<file path="src/design/ccc_pkg.sv">
// ----------------------------------------------------------------------------
// ccc_pkg: shared types and calendar helpers for the clock/calendar counter
// Holds the time record, the input item layout, month lengths and the
// Gregorian leap-year test.
// ----------------------------------------------------------------------------
`timescale 1ns / 1ps
`default_nettype none

package ccc_pkg;

  localparam int unsigned YearW = 14;

  localparam logic [5:0] SecMaxC   = 6'd59;
  localparam logic [5:0] MinMaxC   = 6'd59;
  localparam logic [4:0] HourMaxC  = 5'd23;
  localparam logic [5:0] LeapDayC  = 6'd29;
  localparam logic [3:0] MonthJanC = 4'd1;
  localparam logic [3:0] MonthFebC = 4'd2;
  localparam logic [3:0] MonthDecC = 4'd12;
  localparam logic [4:0] DayFirstC = 5'd1;

  // Multiplicative inverse of 25 modulo 2**14 and the divisibility limit
  // floor((2**14 - 1) / 25). A 14-bit value is a multiple of 25 exactly
  // when its product with the inverse, modulo 2**14, is at most the limit.
  localparam logic [YearW-1:0] Inv25C    = 14'd7209;
  localparam logic [YearW-1:0] Div25LimC = 14'd655;

  typedef struct packed {
    logic [YearW-1:0] year;
    logic [3:0]       month;
    logic [4:0]       day;
    logic [4:0]       hour;
    logic [5:0]       minute;
    logic [5:0]       second;
  } ccc_time_t;

  typedef struct packed {
    logic      mode;   // 0: one-second tick, 1: load
    ccc_time_t load;
  } ccc_item_t;

  localparam logic MODE_TICK = 1'b0;
  localparam logic MODE_LOAD = 1'b1;

  function automatic logic [4:0] month_len(input logic [3:0] m);
    logic [4:0] len;
    case (m) inside
      4'd1, 4'd3, 4'd5, 4'd7, 4'd8, 4'd10, 4'd12: len = 5'd31;
      4'd4, 4'd6, 4'd9, 4'd11:                    len = 5'd30;
      4'd2:                                       len = 5'd28;
      default:                                    len = 5'd0;
    endcase
    return len;
  endfunction

  // Leap when divisible by 4 and not by 100, or divisible by 400.
  // With divisibility by 4 given, 100 | y reduces to 25 | y and
  // 400 | y to 25 | y with y also divisible by 16.
  function automatic logic is_leap(input logic [YearW-1:0] y);
    logic [YearW-1:0] prod;
    logic             div25;
    prod  = YearW'(y * Inv25C);
    div25 = (prod <= Div25LimC);
    return (y[1:0] == 2'b00) && (!div25 || (y[3:2] == 2'b00));
  endfunction

  function automatic logic day_ok(input logic [5:0] d, input logic [3:0] m,
                                  input logic [YearW-1:0] y);
    logic [4:0] len;
    len = month_len(m);
    return ((d != 6'd0) && (d <= {1'b0, len})) ||
           ((m == MonthFebC) && (d == LeapDayC) && is_leap(y));
  endfunction

endpackage

`default_nettype wire

</file>
<file path="src/design/ccc_in_stage.sv">
// ----------------------------------------------------------------------------
// ccc_in_stage: input register of the clock/calendar counter
// Captures one item per cycle while ready; holds it until the core takes it.
// ----------------------------------------------------------------------------
`timescale 1ns / 1ps
`default_nettype none

module ccc_in_stage
  import ccc_pkg::*;
(
  input  wire logic      clk_i,
  input  wire logic      rst_ni,
  input  wire logic      in_valid_i,
  output logic           in_ready_o,
  input  wire ccc_item_t in_item_i,
  output logic           item_valid_o,
  input  wire logic      item_take_i,
  output ccc_item_t      item_o
);

  logic      valid_q, valid_d;
  ccc_item_t item_q;

  assign in_ready_o = !valid_q || item_take_i;

  always_comb begin
    valid_d = valid_q;
    if (in_ready_o) begin
      valid_d = in_valid_i;
    end
  end

  always_ff @(posedge clk_i or negedge rst_ni) begin
    if (!rst_ni) begin
      valid_q <= 1'b0;
    end else begin
      valid_q <= valid_d;
    end
  end

  always_ff @(posedge clk_i) begin
    if (in_ready_o && in_valid_i) begin
      item_q <= in_item_i;
    end
  end

  assign item_valid_o = valid_q;
  assign item_o       = item_q;

endmodule

`default_nettype wire

</file>
<file path="src/design/ccc_core.sv">
// ----------------------------------------------------------------------------
// ccc_core: time and date counters with tick and checked-load update
// Holds the clock state and computes the state after one item.
// ----------------------------------------------------------------------------
`timescale 1ns / 1ps
`default_nettype none

module ccc_core
  import ccc_pkg::*;
#(
  parameter int unsigned LAST_YEAR = 9999
) (
  input  wire logic      clk_i,
  input  wire logic      rst_ni,
  input  wire logic      step_i,
  input  wire ccc_item_t item_i,
  output ccc_time_t      next_o,
  output logic           err_o
);

  localparam logic [YearW-1:0] LastYearC = YearW'(LAST_YEAR);

  ccc_time_t cur_q, cur_d;
  logic      err;
  logic      load_ok;
  logic [5:0] day_inc;

  assign day_inc = {1'b0, cur_q.day} + 6'd1;

  always_comb begin
    ccc_time_t ld;
    ld      = item_i.load;
    cur_d   = cur_q;
    err     = 1'b0;
    load_ok = (ld.month >= MonthJanC) && (ld.month <= MonthDecC) &&
              (ld.year <= LastYearC) &&
              day_ok({1'b0, ld.day}, ld.month, ld.year) &&
              (ld.hour <= HourMaxC) && (ld.minute <= MinMaxC) &&
              (ld.second <= SecMaxC);
    if (item_i.mode == MODE_TICK) begin
      if (cur_q.second < SecMaxC) begin
        cur_d.second = cur_q.second + 6'd1;
      end else begin
        cur_d.second = '0;
        if (cur_q.minute < MinMaxC) begin
          cur_d.minute = cur_q.minute + 6'd1;
        end else begin
          cur_d.minute = '0;
          if (cur_q.hour < HourMaxC) begin
            cur_d.hour = cur_q.hour + 5'd1;
          end else begin
            cur_d.hour = '0;
            if (day_ok(day_inc, cur_q.month, cur_q.year)) begin
              cur_d.day = day_inc[4:0];
            end else begin
              cur_d.day = DayFirstC;
              if (cur_q.month >= MonthDecC) begin
                cur_d.month = MonthJanC;
                cur_d.year  = (cur_q.year >= LastYearC) ? '0 :
                              cur_q.year + YearW'(1);
              end else begin
                cur_d.month = cur_q.month + 4'd1;
              end
            end
          end
        end
      end
    end else if (load_ok) begin
      cur_d = ld;
    end else begin
      err = 1'b1;
    end
  end

  always_ff @(posedge clk_i or negedge rst_ni) begin
    if (!rst_ni) begin
      cur_q.second <= '0;
      cur_q.minute <= '0;
      cur_q.hour   <= '0;
      cur_q.day    <= DayFirstC;
      cur_q.month  <= MonthJanC;
      cur_q.year   <= YearW'(2000);
    end else if (step_i) begin
      cur_q <= cur_d;
    end
  end

  assign next_o = cur_d;
  assign err_o  = err;

endmodule

`default_nettype wire

</file>
<file path="src/design/calendar_clock_counter_unit.sv">
// ----------------------------------------------------------------------------
// calendar_clock_counter_unit: real-time clock with Gregorian calendar
// Counts seconds through years on tick items and takes checked loads.
// ----------------------------------------------------------------------------
// Usage:
//   The slave channel takes one item per cycle when ready; s_axis_tuser
//   selects the kind: 0 is a one-second tick, 1 a load of the date and time
//   carried in s_axis_tdata (ignored on a tick). Every item yields exactly
//   one result item on the master channel: the clock after that item, with
//   m_axis_tuser high when a load was rejected and the clock kept.
//   From acceptance, an item passes the input register, then the update
//   logic into the result register, which drives m_axis_tvalid.
//   Throughput is one item per cycle while the receiver does not stall; the
//   combinational counter update feeds the state back for the next item.
//   When the receiver stalls, the result register holds its item and the
//   input register still takes one more item; after that s_axis_tready
//   drops until m_axis_tready returns.
//   Reset clears both registers and sets the clock to 00:00:00 on
//   January 1, 2000. The year wraps from LAST_YEAR to 0.
// ----------------------------------------------------------------------------
`timescale 1ns / 1ps
`default_nettype none

module calendar_clock_counter_unit
  import ccc_pkg::*;
#(
  parameter int unsigned LAST_YEAR = 9999
) (
  input  wire logic        clk_i,
  input  wire logic        rst_ni,
  input  wire logic        s_axis_tvalid,
  output logic             s_axis_tready,
  // load_second[5:0], load_minute[11:6], load_hour[16:12], load_day[21:17],
  // load_month[25:22], load_year[39:26]
  input  wire logic [39:0] s_axis_tdata,
  // mode[0]
  input  wire logic        s_axis_tuser,
  output logic             m_axis_tvalid,
  input  wire logic        m_axis_tready,
  // cur_second[5:0], cur_minute[11:6], cur_hour[16:12], cur_day[21:17],
  // cur_month[25:22], cur_year[39:26]
  output logic [39:0]      m_axis_tdata,
  // load_error[0]
  output logic             m_axis_tuser
);

  ccc_item_t in_item;
  ccc_item_t stage_item;
  logic      stage_valid;
  logic      step;
  logic      out_free;
  ccc_time_t next_time;
  logic      next_err;

  logic      out_valid_q, out_valid_d;
  ccc_time_t out_time_q;
  logic      out_err_q;

  assign in_item.mode        = s_axis_tuser;
  assign in_item.load.second = s_axis_tdata[5:0];
  assign in_item.load.minute = s_axis_tdata[11:6];
  assign in_item.load.hour   = s_axis_tdata[16:12];
  assign in_item.load.day    = s_axis_tdata[21:17];
  assign in_item.load.month  = s_axis_tdata[25:22];
  assign in_item.load.year   = s_axis_tdata[39:26];

  assign out_free = !out_valid_q || m_axis_tready;
  assign step     = stage_valid && out_free;

  ccc_in_stage u_in_stage (
    .clk_i        (clk_i),
    .rst_ni       (rst_ni),
    .in_valid_i   (s_axis_tvalid),
    .in_ready_o   (s_axis_tready),
    .in_item_i    (in_item),
    .item_valid_o (stage_valid),
    .item_take_i  (step),
    .item_o       (stage_item)
  );

  ccc_core #(
    .LAST_YEAR (LAST_YEAR)
  ) u_core (
    .clk_i  (clk_i),
    .rst_ni (rst_ni),
    .step_i (step),
    .item_i (stage_item),
    .next_o (next_time),
    .err_o  (next_err)
  );

  always_comb begin
    out_valid_d = out_valid_q;
    if (out_free) begin
      out_valid_d = stage_valid;
    end
  end

  always_ff @(posedge clk_i or negedge rst_ni) begin
    if (!rst_ni) begin
      out_valid_q <= 1'b0;
    end else begin
      out_valid_q <= out_valid_d;
    end
  end

  always_ff @(posedge clk_i) begin
    if (step) begin
      out_time_q <= next_time;
      out_err_q  <= next_err;
    end
  end

  assign m_axis_tvalid = out_valid_q;
  assign m_axis_tdata  = {out_time_q.year, out_time_q.month, out_time_q.day,
                          out_time_q.hour, out_time_q.minute, out_time_q.second};
  assign m_axis_tuser  = out_err_q;

endmodule

`default_nettype wire

</file>
<file path="config.mk">
export PLATFORM = sky130hd
export DESIGN_NAME = calendar_clock_counter_unit
export DESIGN_NICKNAME = d
export VERILOG_FILES = /design/src/design/ccc_pkg.sv /design/src/design/ccc_in_stage.sv /design/src/design/ccc_core.sv /design/src/design/calendar_clock_counter_unit.sv
export SDC_FILE = /design/constraint.sdc
export NUM_CORES = 1
export LEC_CHECK = 0
export BUFFER_PORTS_ARGS = -buffer_cell sky130_fd_sc_hd__buf_2
export CAP_MARGIN = 30
export CORE_ASPECT_RATIO = 1.1
export CORE_MARGIN = 2
export CORE_UTILIZATION = 50
export CTS_BUF_LIST = sky130_fd_sc_hd__clkbuf_8
export DETAILED_ROUTE_END_ITERATION = 12
export MAX_ROUTING_LAYER = met4
export PLACE_DENSITY_LB_ADDON = 0.3
export SKIP_CTS_REPAIR_TIMING = 1
export SYNTH_ARGS = -nofsm -noshare
export SYNTH_HDL_FRONTEND = slang
export SYNTH_SLANG_ARGS = --single-unit
</file>
<file path="constraint.sdc">
create_clock -name clk_i -period 10.7 [get_ports clk_i]
set_input_delay 0 -clock clk_i [delete_from_list [all_inputs] [get_ports clk_i]]
set_output_delay 0 -clock clk_i [all_outputs]
set_load 0.01 [all_outputs]
</file>
Yosys cells after proc, flatten, opt, wreduce, memory -nomap -nowiden
Index checks and enable logic that the tools add are counted.
Operators by class
  equality and inequality tests: 26
  div/mod/pow operators: 0
  magnitude comparators: 15
  add/sub/neg operators: 6
  shift-type cells: 0
  multiply operators: 2
  muxes and demuxes: 24
  reduce and logical (&&, ||, !) cells: 36
  bitwise logic cells: 0
Operators with widths (number)
  40-bit two-way mux: 2
  5-bit two-way mux: 12
  4-bit == test, second input constant: 10
  34-bit two-way mux: 1
  4-bit by 3-bit == test with 1-bit output, second input constant: 8
  14-bit by 10-bit <= comparator with 1-bit output, second input constant: 2
  14-bit by 13-bit multiplier with 14-bit output, second input constant: 2
  14-bit two-way mux: 2
  28-bit two-way mux: 1
  23-bit two-way mux: 1
  18-bit two-way mux: 1
  4-bit by 2-bit == test with 1-bit output, second input constant: 4
  1-bit logical AND: 16
  14-bit by 1-bit adder with 14-bit output, second input constant: 1
  14-bit greater-or-equal comparator, second input constant: 1
  14-bit <= comparator, second input constant: 1
  7-bit OR reduction: 2
  6-bit by 1-bit adder with 6-bit output, second input constant: 2
  6-bit <= comparator, second input constant: 2
  6-bit less-than comparator, second input constant: 2
  6-bit two-way mux: 2
  4-bit by 1-bit == test with 1-bit output, second input constant: 2
  2-bit logical NOT: 4
  4-bit OR reduction: 2
  other kinds (18): 26
Storage, ports and cells
  bits in read-only memories: 0
  input port bits: 45
  memories: 0
  word-level logic and storage cells: 131
  output and inout port bits: 43
  bits in registers: 124
  bits in writable memories: 0
  latch bits: 0

Longest topological paths before layout
Gate-level depths: netlist (run 1).
  depth after elaboration: 16
  mapped depth: 19

Hierarchy
From an unflattened synthesis (run 1), not the netlist that was laid out.
Unflattened totals
  cell total of the unflattened synthesis: 945
  area total of the unflattened synthesis: 9426.5 um^2
Modules (own cells, without submodules)
  ccc_core: area an instance 6866.6 um^2, seq. area each 1011.0 um^2, times used 1, cells an instance 855
  ccc_in_stage: area an instance 1285.0 um^2, seq. area each 1256.2 um^2, times used 1, cells an instance 45
  calendar_clock_counter_unit: area an instance 1275.0 um^2, seq. area each 1256.2 um^2, times used 1, cells an instance 45

Least setup slack after synthesis (run 1)
OpenSTA, ideal clock, no wires.
  path kind: register to register
  start: register u_in_stage.item_q, in the netlist u_in_stage.item_o[26]
  end: register out_time_q, in the netlist m_axis_tdata[11], data pin
  setup slack: 5.661 ns
  data required time: 10.438 ns
  arrival: 4.777 ns
  clock period less this slack: 5.039 ns
  stages on the path, launching flop included: 19
  buffers on the path: 1
  cell sequence: edfxtp_1 > fa_1 > ha_1 > ha_1 > inv_1 > fa_1 > fa_1 > inv_1 > ha_1 > inv_1 > a221oi_1 > a31oi_1 > a211oi_1 > a31oi_4 > o21ai_4 > buf_6 > mux2_1 > nand2_1 > o21ai_0
RTL lines
  start, declared: RTL line ccc_in_stage.sv:22  | ccc_item_t item_q;
  start signal, assigned: RTL line ccc_in_stage.sv:43  | item_q <= in_item_i;
  end signal, assigned: RTL line calendar_clock_counter_unit.sv:109  | out_time_q <= next_time;
  end, declared: RTL line calendar_clock_counter_unit.sv:56  | ccc_time_t out_time_q;

Final worst setup path (run 1)
  start: register u_core.cur_q[28] (netlist bit)
  end: register u_core.cur_q[31] (netlist bit)
Between the ends
  cells in the longest elaborated chain, start to end: 12
Ends and longest elaborated chain
  start, declared: RTL line ccc_core.sv:23  | ccc_time_t cur_q, cur_d;
  start signal, assigned: RTL line ccc_core.sv:84  | cur_q <= cur_d;
  14-bit by 13-bit multiplier with 14-bit output: RTL line ccc_pkg.sv:62  | prod = YearW'(y * Inv25C);
  14-bit by 10-bit <= comparator with 1-bit output: RTL line ccc_pkg.sv:63  | div25 = (prod <= Div25LimC);
  1-bit logical NOT: RTL line ccc_pkg.sv:64  | return (y[1:0] == 2'b00) && (!div25 || (y[3:2] == 2'b00));
  1-bit logical OR: RTL line ccc_pkg.sv:64
  1-bit logical AND: RTL line ccc_pkg.sv:64
  1-bit logical AND: RTL line ccc_pkg.sv:72  | ((m == MonthFebC) && (d == LeapDayC) && is_leap(y));
  1-bit logical OR: RTL line ccc_pkg.sv:71  | return ((d != 6'd0) && (d <= {1'b0, len})) ||
  18-bit two-way mux (*): RTL line ccc_core.sv:53  | if (day_ok(day_inc, cur_q.month, cur_q.year)) begin
  23-bit two-way mux (*): RTL line ccc_core.sv:49  | if (cur_q.hour < HourMaxC) begin
  28-bit two-way mux (*): RTL line ccc_core.sv:45  | if (cur_q.minute < MinMaxC) begin
  34-bit two-way mux (*): RTL line ccc_core.sv:41  | if (cur_q.second < SecMaxC) begin
  40-bit two-way mux (*): RTL line ccc_core.sv:40  | if (item_i.mode == MODE_TICK) begin
Mark *: on every way between the ends. The rest lies on a longest branch, timed or not.
A chain may end at the register's enable or synchronous reset.

==> run_results.csv, run 1 <==
group,metric,value,unit
pwr,leakagePower,4.50,nW
synth,avgSynthCellArea,10.2,sq um
timing,hold_viol,0,
worst_setup_path,rrSetupSlack,4800,ps
floorplan,ioPinCount,88,
placement,gp_congestion,0.867,
placement,hpwlAfterDp,15800,um
route,finalWirelength,22600,um
route,drtIter0Drc,586,
grt,grt_max_degree,46,
synth,ys_seq_area_share,39.4,%
floorplan,die_w,132,um
pwr,ir_drop,0.000139,V
clock_network,cts_tree,"built",
pwr,powerDensity,238,nW/um^2
floorplan,row_count,51,
finish,area_growth,16.6,%
synth,ys_ff_latch,124,
synth,synth.largest_area_cell,"edfxtp_1",
finish,nNetsFinal,1168,
timing,fin_setup_tns,0,ps
grt,grt.total_usage,24.9,%
synth,synth.most_common_cell,"ha_1",
synth,async_flop_share,33.9,%
synth,yosysUniqueCellTypes,80,
floorplan,chipHeight,144,um
floorplan,die-area,19000,sq um
worst_setup_path,r2r-end,"u_core.cur_q[31]",
synth,synth-main-ff-cell,"edfxtp_1",
worst_setup_path,cp.arrival,6250,ps
timing,rsz0062_at_grt,"no",
synth,syn_nets,1043,
run_status,outcome,"completed",
synth,syn_area,8940,sq um
synth,yosysWarnings,0,
worst_setup_path,worstRegToRegCells,17,
worst_setup_path,crit_path_start_kind,"flop",
clock_network,numClockSinks,124,
clock_network,htreeDepth,4,
clock_network,clk_path_buf_depth,2,
grt,grt_pass1_vias,6900,
clock_network,cts-root-buf,"clkbuf_8",
synth,synth-edff-count,82,
finish,drive_gt1_share,15.5,%
timing,setup_viol,0,
pwr,power,2.48,mW
synth,synth_cells,877,
timing,period_needed,5900,ps
grt,grt_pass1_wl,35600,um
worst_setup_path,crit_fanout,17,
finish,utilization,59.2,%
grt,grt_util_met3,5.61,%
worst_hold_path,hold_path.class,"in2async",
synth,yosys-top-cells-count,"99 x ha_1, 94 x inv_1, 82 x edfxtp_1",
grt,met1_usage,32.3,%
grt,antenna_found_initial,0,
placement,dpl-instance-area,9590,sq um
timing,max_freq,170,MHz
worst_setup_path,rr_startpoint,"u_core.cur_q[28]",
finish,diodes,0,
clock_network,clk_latency,470,ps
clock_network,numCtsBuffers,17,
floorplan,initial_utilization,50.8,%
timing,min_period_over_period,55.1,%
run,max_cap_violations,0,
worst_setup_path,required,11050,ps
timing,hold_ws,173,ps
route,drc,0,
floorplan,core-area,17600,sq um
grt,busiest_layer,"met2",
timing,slew_headroom,29.8,%
clock_network,clk_pin_slew_worst_paths,80,ps
timing,slew_viol_final,0,
finish,design_area,10400,sq um
worst_setup_path,critPathCaptureType,"flop",
route,dr.pass1.iters,5,
synth,synth_area_leaders,"edfxtp_1 28%, ha_1 14%, dfrtp_1 9.5%",
route,dr_total_vias,7410,
timing,fin_worst_skew,11.6,ps
placement,portBuffers,87,
route,postRouteAntennaNets,0,
route,routedWlPerCell,18.0,um
route,via_per_inst,5.91,
grt,gr-usage-met2,38.4,%
timing,worst_pin_slew,1040,ps
worst_setup_path,critical_path_class,"reg2reg",
grt,overflow,0,
synth,synth_top_cell_area_share,27.5,%
finish,fillers,1534,
-- power by group --
group / switching (mW) / leakage (nW) / internal [mW] / total, mW
Combinational: 0.707 / 3.03 / 0.603 / 1.31
Clock: 0.207 / 0.191 / 0.213 / 0.419
Sequential: 0.129 / 1.28 / 0.623 / 0.752
-- layer usage --
layer / vias up / part of all wire (%) / wire length [um]
met4: 0 / 2.3 / 512
met5: - / 0 / 0
met2: 296 / 47 / 10600
met1: 3580 / 44 / 9910
li1: 3496 / - / -
met3: 38 / 7.0 / 1590
-- worst max-delay path: stages (launching register included) --
cell	delay (ps)
dfrtp_1	560
fa_1	490
ha_1	290
ha_1	270
inv_1	50
fa_1	510
fa_1	540
inv_1	40
ha_1	340
nand2b_1	120
o21bai_1	70
mux2_2	260
a2111oi_0	510
a21oi_1	270
nor2_2	620
nand2_1	220
a211o_1	340
a221o_1	290
-- area by class of cell --
class	count	area, sq um	share of cell area [%]
inverters	96	360	3.46
well taps	238	298	2.86
flip-flops and latches	124	3520	33.8
clock inverters	14	145	1.39
clock buffers	18	248	2.38
repair buffers	140	946	9.07
multi-input cells	623	4910	47.1
-- stage by stage --
stage / std cells / setup WS, ps
after floorplan: 877 / 5660
after global placement: 1175 / 5030
after detailed placement: 1176 / 4880
after CTS: 1208 / 4840
after global routing: 1253 / 4410
final: 1253 / 4800
-- cell usage in the layout, fill, tap and decap left out, types with 6 or more instances in the layout --
cell type / instances
buf_2: 87
nand2b_1: 7
mux2i_1: 8
o21ai_0: 17
clkbuf_8: 18
a221oi_1: 6
xnor2_1: 20
a31oi_1: 10
nor4_1: 12
or3_1: 9
edfxtp_1: 82
nor3_1: 13
a221o_1: 15
a211oi_1: 9
nand2_1: 73
o211ai_1: 9
ha_1: 99
and3_1: 6
inv_1: 94
dfstp_2: 8
fa_1: 22
o311ai_1: 8
a22oi_1: 6
dlygate4sd3_1: 45
nand3_1: 16
nor2_1: 48
a21oi_1: 51
nand4_1: 11
o21ai_1: 29
buf_4: 8
dfrtp_1: 34
o31ai_1: 9
o21a_1: 7
o22ai_1: 6
-- logic make-up after synthesis --
kind of cell / Yosys count / synth area share (%)
simple gates: 223 / 12.3
fa+ha+maj: 121 / 18.8
compound gates: 235 / 18.5
xor+xnor: 29 / 3.46
buf+inv: 130 / 5.75
flops: 124 / 39.4
mux: 15 / 1.78
-- flip-flops by register name (all words and copies together) (netlist names) --
| signal | flops |
|---|---|
| u_core.cur_q | 40 |
| m_axis_tdata | 40 |
| m_axis_tvalid | 1 |
| m_axis_tuser | 1 |
| u_in_stage.item_o | 41 |
| u_in_stage.item_valid_o | 1 |
-- how the worst max path moves through the flow --
| stage | from | endpoint | slack, ps | cells after the start |
|---|---|---|---|---|
| global placement | u_core.cur_q[28] | u_core.cur_q[31] | 5030 | 17 |
| detailed placement | u_core.cur_q[28] | u_core.cur_q[31] | 4880 | 17 |
| finish | u_core.cur_q[28] | u_core.cur_q[31] | 4800 | 17 |
| CTS | u_core.cur_q[28] | u_core.cur_q[31] | 4840 | 17 |
| floorplan | u_in_stage.item_o[26] | m_axis_tdata[11] | 5660 | 18 |
| global route | u_core.cur_q[28] | u_core.cur_q[31] | 4410 | 17 |
No activity file was read; power rests on OpenSTA's default activity.
==> run 2, diff against run 1 <==
==> constraint.sdc (replaced) <==
create_clock -name clk_i -period 4.9 [get_ports clk_i]
set_input_delay 0 -clock clk_i [delete_from_list [all_inputs] [get_ports clk_i]]
set_output_delay 0 -clock clk_i [all_outputs]
set_load 0.01 [all_outputs]
==> run 2 against run 1 <==
Global-route usage up 0.42 points. Flip-flop and latch count unchanged. Sequential share of layout area down 1.7 points. Routed wire length up 5.2%. Final area up 5.3%. Clock skew about the same. Setup slack worse by 4700 ps. Die area unchanged.
==> run_results.csv, run 2 (synthesis gave the netlist of run 1 again) <==
group,metric,value,unit
run_status,outcome,"completed",
finish,diodes,0,
floorplan,initial_utilization,50.8,%
worst_setup_path,critPathBufInv,5,
finish,nNetsFinal,1216,
route,finalWirelength,23800,um
timing,slew_headroom,35.5,%
worst_setup_path,crit_family,"adder cells",
timing,min_period_over_period,98.0,%
clock_network,cts-root-buf,"clkbuf_8",
floorplan,ioPinCount,88,
timing,setup_viol,0,
grt,grt_pass1_vias,7181,
clock_network,clk_latency,470,ps
worst_setup_path,critPathCaptureType,"flop",
worst_setup_path,critical_path_class,"reg2reg",
route,postRouteAntennaNets,0,
clock_network,numCtsBuffers,17,
floorplan,die_w,132,um
route,via_per_inst,5.87,
finish,utilization,62.3,%
placement,dpl_worst_slack,-317,ps
finish,mostFrequentLayoutCells,"97 x ha_1, 92 x inv_1, 87 x buf_2",
route,dr_total_vias,7629,
worst_setup_path,crit_path_start_kind,"flop",
floorplan,die-area,19000,sq um
pwr,leakagePower,4.77,nW
worst_setup_path,crit_fanout,11,
clock_network,clk_path_buf_depth,2,
finish,area_growth,22.7,%
worst_setup_path,max_stage_delay,500,ps
finish,fillers,1502,
timing,final.setup.worst_slack,98.5,ps
placement,portBuffers,87,
grt,grt_max_degree,43,
grt,antenna_found_initial,0,
finish,layout_commonest_cell,"ha_1",
route,drc,0,
timing,period_needed,4800,ps
route,routedWlPerCell,18.3,um
grt,grt.total_usage,25.3,%
worst_setup_path,crit_slowest_cell,"fa_1",
placement,gp_congestion,0.878,
worst_setup_path,cp.arrival,5150,ps
route,drtIter0Drc,753,
timing,rsz0062_at_grt,"yes",
timing,hold_ws,165,ps
pwr,powerDensity,530,nW/um^2
route,dr.pass1.iters,5,
clock_network,numClockSinks,124,
clock_network,htreeDepth,4,
run,max_cap_violations,0,
clock_network,cts_tree,"built",
worst_hold_path,hold_path.class,"in2async",
timing,slew_viol_final,0,
worst_setup_path,required,5250,ps
grt,grt_pass1_wl,36500,um
timing,hold_viol,0,
floorplan,row_count,51,
pwr,ir_drop,0.000355,V
grt,overflow,0,
worst_setup_path,worstPathCellList,"fa_1, ha_1, ha_1, inv_2, fa_1, fa_1, inv_2, ha_4, inv_2, or3_1, o221ai_2, a211oi_2, a31oi_4, o21ai_4, buf_12, nand2_8, inv_6, a211o_1, a221o_1",
timing,worst_pin_slew,958,ps
timing,fin_worst_skew,11.6,ps
finish,largest_reg_flops,41,
finish,drive_gt1_share,20.8,%
clock_network,clk_pin_slew_worst_paths,80,ps
timing,max_freq,208,MHz
floorplan,chipHeight,144,um
floorplan,core-area,17600,sq um
placement,hpwlAfterDp,16900,um
-- run 2: cell count changes in the layout (fill, tap and decap cells not counted), moves of 2 or more --
| cell | previous run | this run |
|---|---|---|
| buf_12 | 0 | 4 |
| inv_6 | 2 | 4 |
| ha_4 | 0 | 2 |
| ha_1 | 99 | 97 |
| buf_4 | 8 | 46 |
| a21oi_1 | 51 | 49 |
| buf_6 | 0 | 4 |
| inv_1 | 94 | 92 |
| inv_2 | 2 | 4 |
-- run 2: worst paths after layout --
check | slack, ps | to | cells past startpoint | start
setup / recovery | 100 | u_core.cur_q[31] | 19 | u_in_stage.item_o[27]
hold / removal | 160 | u_core.cur_q[38] | 3 | rst_ni
setup reg to reg | 100 | u_core.cur_q[31] | 19 | u_in_stage.item_o[27]
hold reg to reg | 490 | m_axis_tvalid | 1 | u_in_stage.item_valid_o
max in group asynchronous | 4300 | u_core.cur_q[10] | 3 | rst_ni
min in group clk_i | 240 | u_in_stage.item_o[21] | 2 | s_axis_tdata[21]
-- run 2: area by class of cell --
cell class	count	area, sq um	share of cell area [%]
Inverter	96	365	3.33
Tap cell	238	298	2.71
Clock buffer	17	234	2.13
Multi-Input combinational cell	623	5040	45.9
Timing Repair Buffer	188	1400	12.7
Sequential cell	124	3520	32.1
Clock inverter	14	123	1.12
-- run 2: per-layer routing --
| layer | routed length [um] | up-vias | GRT usage (%) |
|---|---|---|---|
| met5 | 0 | - | - |
| met4 | 603 | 0 | 8.30 |
| met3 | 1440 | 46 | 4.59 |
| met2 | 11400 | 287 | 40.7 |
| met1 | 10300 | 3704 | 32.6 |
| li1 | - | 3592 | - |
-- run 2: tightest hold or removal path, stage by stage --
cell           delay (ps)
dlygate4sd3_1         520
buf_2                 100
buf_4                 490
-- run 2: through the flow --
stage | area (sq um) | total power [mW] | setup TNS [ps] | std cells
6_report | 11000 | 5.82 | 0 | 1300
5_1_grt | 11000 | 6.31 | -630 | 1300
3_5_place_dp | 9970 | 4.62 | -4970 | 1218
4_1_cts | 10300 | 5.49 | -4960 | 1249
2_1_floorplan | 8970 | 3.84 | 0 | 877
3_3_place_gp | 9970 | 4.51 | -429 | 1218
-- run 2: where the power goes --
part / internal (mW) / switching (mW) / total, mW
Clock: 0.397 / 0.447 / 0.844
Sequential: 1.36 / 0.228 / 1.59
Combinational: 1.55 / 1.83 / 3.38
Total: 3.31 / 2.51 / 5.82
==> run 3, diff against run 2 <==
--- a/config.mk
+++ b/config.mk
@@ -12,6 +12,7 @@
 export CORE_UTILIZATION = 50
 export CTS_BUF_LIST = sky130_fd_sc_hd__clkbuf_8
 export DETAILED_ROUTE_END_ITERATION = 12
+export GPL_ROUTABILITY_DRIVEN = 0
 export MAX_ROUTING_LAYER = met4
 export PLACE_DENSITY_LB_ADDON = 0.3
 export SKIP_CTS_REPAIR_TIMING = 1
==> constraint.sdc (replaced) <==
create_clock -name clk_i -period 4.9 [get_ports clk_i]
set_input_delay 0.245 -clock clk_i [delete_from_list [all_inputs] [get_ports clk_i]]
set_output_delay 0.245 -clock clk_i [all_outputs]
set_load 0.01 [all_outputs]
==> run 3 against run 2 <==
Clock power is 2% higher. Final area grew 0.82%. Via count decreased by 1.3%. Highest routed layer unchanged. Setup slack better by 39 ps. Power up 1.3%. Clock skew about the same. Count of clock-buffer cells in the layout is 1 higher. Routed wire length is 0.81% lower. Critical path depth unchanged. Global-route usage shrank 0.22 points. Fmax up 0.82%.
==> run_results.csv, run 3 (synthesis gave the netlist of run 1 again) <==
group,metric,value,unit
route,finalWirelength,23600,um
worst_setup_path,crit_slowest_cell,"fa_1",
timing,fin_setup_tns,0,ps
floorplan,initial_utilization,50.8,%
clock_network,htreeDepth,4,
floorplan,die-area,19000,sq um
placement,hpwlAfterDp,16800,um
worst_setup_path,critPathCaptureType,"flop",
grt,overflow,0,
grt,grt_max_degree,43,
finish,area_growth,23.8,%
timing,slew_viol_final,0,
finish,nNetsFinal,1218,
clock_network,cts-root-buf,"clkbuf_8",
route,dr_total_vias,7531,
worst_setup_path,max_stage_delay,510,ps
worst_setup_path,crit_path_start_kind,"flop",
route,routedWlPerCell,18.1,um
finish,mostFrequentLayoutCells,"96 x ha_1, 91 x inv_1, 87 x buf_2",
timing,rsz0062_at_grt,"yes",
clock_network,cts_tree,"built",
clock_network,numClockSinks,124,
timing,fin_worst_skew,11.1,ps
clock_network,clk_latency,450,ps
worst_setup_path,required,5080,ps
worst_setup_path,worstPathCellList,"fa_1, ha_1, ha_1, inv_2, fa_1, fa_1, inv_2, ha_4, inv_2, a221oi_2, a31oi_1, a211oi_2, a31oi_4, o21ai_4, buf_12, nand2_8, buf_6, a21oi_4, a221oi_2",
route,via_per_inst,5.78,
grt,grt_pass1_wl,36200,um
clock_network,clk_path_buf_depth,2,
floorplan,row_count,51,
route,postRouteAntennaNets,0,
run_status,outcome,"completed",
clock_network,numCtsBuffers,17,
floorplan,chipHeight,144,um
finish,layout_commonest_cell,"ha_1",
floorplan,ioPinCount,88,
pwr,leakagePower,4.79,nW
pwr,power,5.89,mW
route,drtIter0Drc,550,
worst_setup_path,crit_path_start,"u_in_stage.item_o[27]",
timing,period_needed,4760,ps
timing,worst_pin_slew,1020,ps
grt,grt_pass1_vias,7127,
route,drc,0,
pwr,powerDensity,532,nW/um^2
clock_network,clk_pin_slew_worst_paths,80,ps
timing,hold_viol,0,
floorplan,core-area,17600,sq um
floorplan,die_w,132,um
timing,setup_viol,0,
finish,drive_gt1_share,21.7,%
worst_setup_path,crit_fanout,5,
worst_setup_path,rrSetupSlack,140,ps
grt,antenna_found_initial,0,
finish,largest_reg_flops,41,
timing,slew_headroom,31.0,%
placement,portBuffers,87,
route,dr.pass1.iters,6,
grt,grt.total_usage,25.0,%
worst_setup_path,rr_startpoint,"u_in_stage.item_o[27]",
finish,diodes,0,
pwr,ir_drop,0.000372,V
timing,min_period_over_period,97.2,%
worst_setup_path,critical_path_class,"reg2reg",
worst_hold_path,hold_start,"m_axis_tready",
worst_hold_path,hold_path.class,"in2reg",
timing,hold_ws,70.1,ps
run,max_cap_violations,0,
worst_setup_path,cp.arrival,4940,ps
timing,max_freq,210,MHz
==> run 3: changes by cell type in the layout (fill, tap and decap cells not counted), sizes merged <==
cell / change
clkbuf: +1
buf: +4
inv: -1
clkinvlp: +1
dlygate4sd3: -2
==> run 3: worst paths after layout <==
path | end | cells past startpoint
worst min register to register | m_axis_tvalid | 1
worst min-delay path | m_axis_tvalid | 3
worst max-delay path | m_axis_tdata[23] | 19
min in group asynchronous | u_core.cur_q[38] | 3
worst max register to register | m_axis_tdata[23] | 19
max in group asynchronous | u_core.cur_q[10] | 3
==> run 3: power breakdown <==
part	total (mW)	internal, mW	switching, mW
Sequential	1.59	1.36	0.233
Clock	0.862	0.413	0.449
Combinational	3.44	1.59	1.84
==> run 3: cell type report <==
cell class              instances  area, sq um
clock buffers                  18          248
clock inverters                14          120
fillers                      1505         6540
inverters                      96          368
multi-input cells             623         5090
flip-flops and latches        124         3520
well taps                     238          298
repair buffers                190         1420
==> run 3: worst max-delay path, delay by kind of cell, from the launching register on <==
kind	cells	cell delay (ps)
adder cells (fa/ha/maj)	6	2330
AND/OR/NAND/NOR	1	90
flip-flops	1	420
AO/OA/AOI/OAI	7	1190
buffers and inverters	5	470
==> run 3: per-stage QoR <==
step	setup slack [ps]	cell area (sq um)	util, %	instances
after floorplan	18.4	8970	-	877
after global placement	-80.2	9970	56.6	1218
after detailed placement	-215	9970	56.6	1218
after CTS	-198	10300	58.7	1250
after global routing	-47.1	11100	62.9	1303
final	138	11100	62.9	1303
==> run 3: per-layer routing <==
| layer | routed length [um] | vias up | track usage, % | share of wire (%) |
|---|---|---|---|---|
| li1 | - | 3608 | - | - |
| met1 | 10200 | 3622 | 31.4 | 43 |
| met2 | 11600 | 267 | 41.1 | 49 |
| met3 | 1400 | 34 | 4.87 | 6.0 |
| met4 | 462 | 0 | 8.58 | 2.0 |
| met5 | 0 | - | - | 0 |
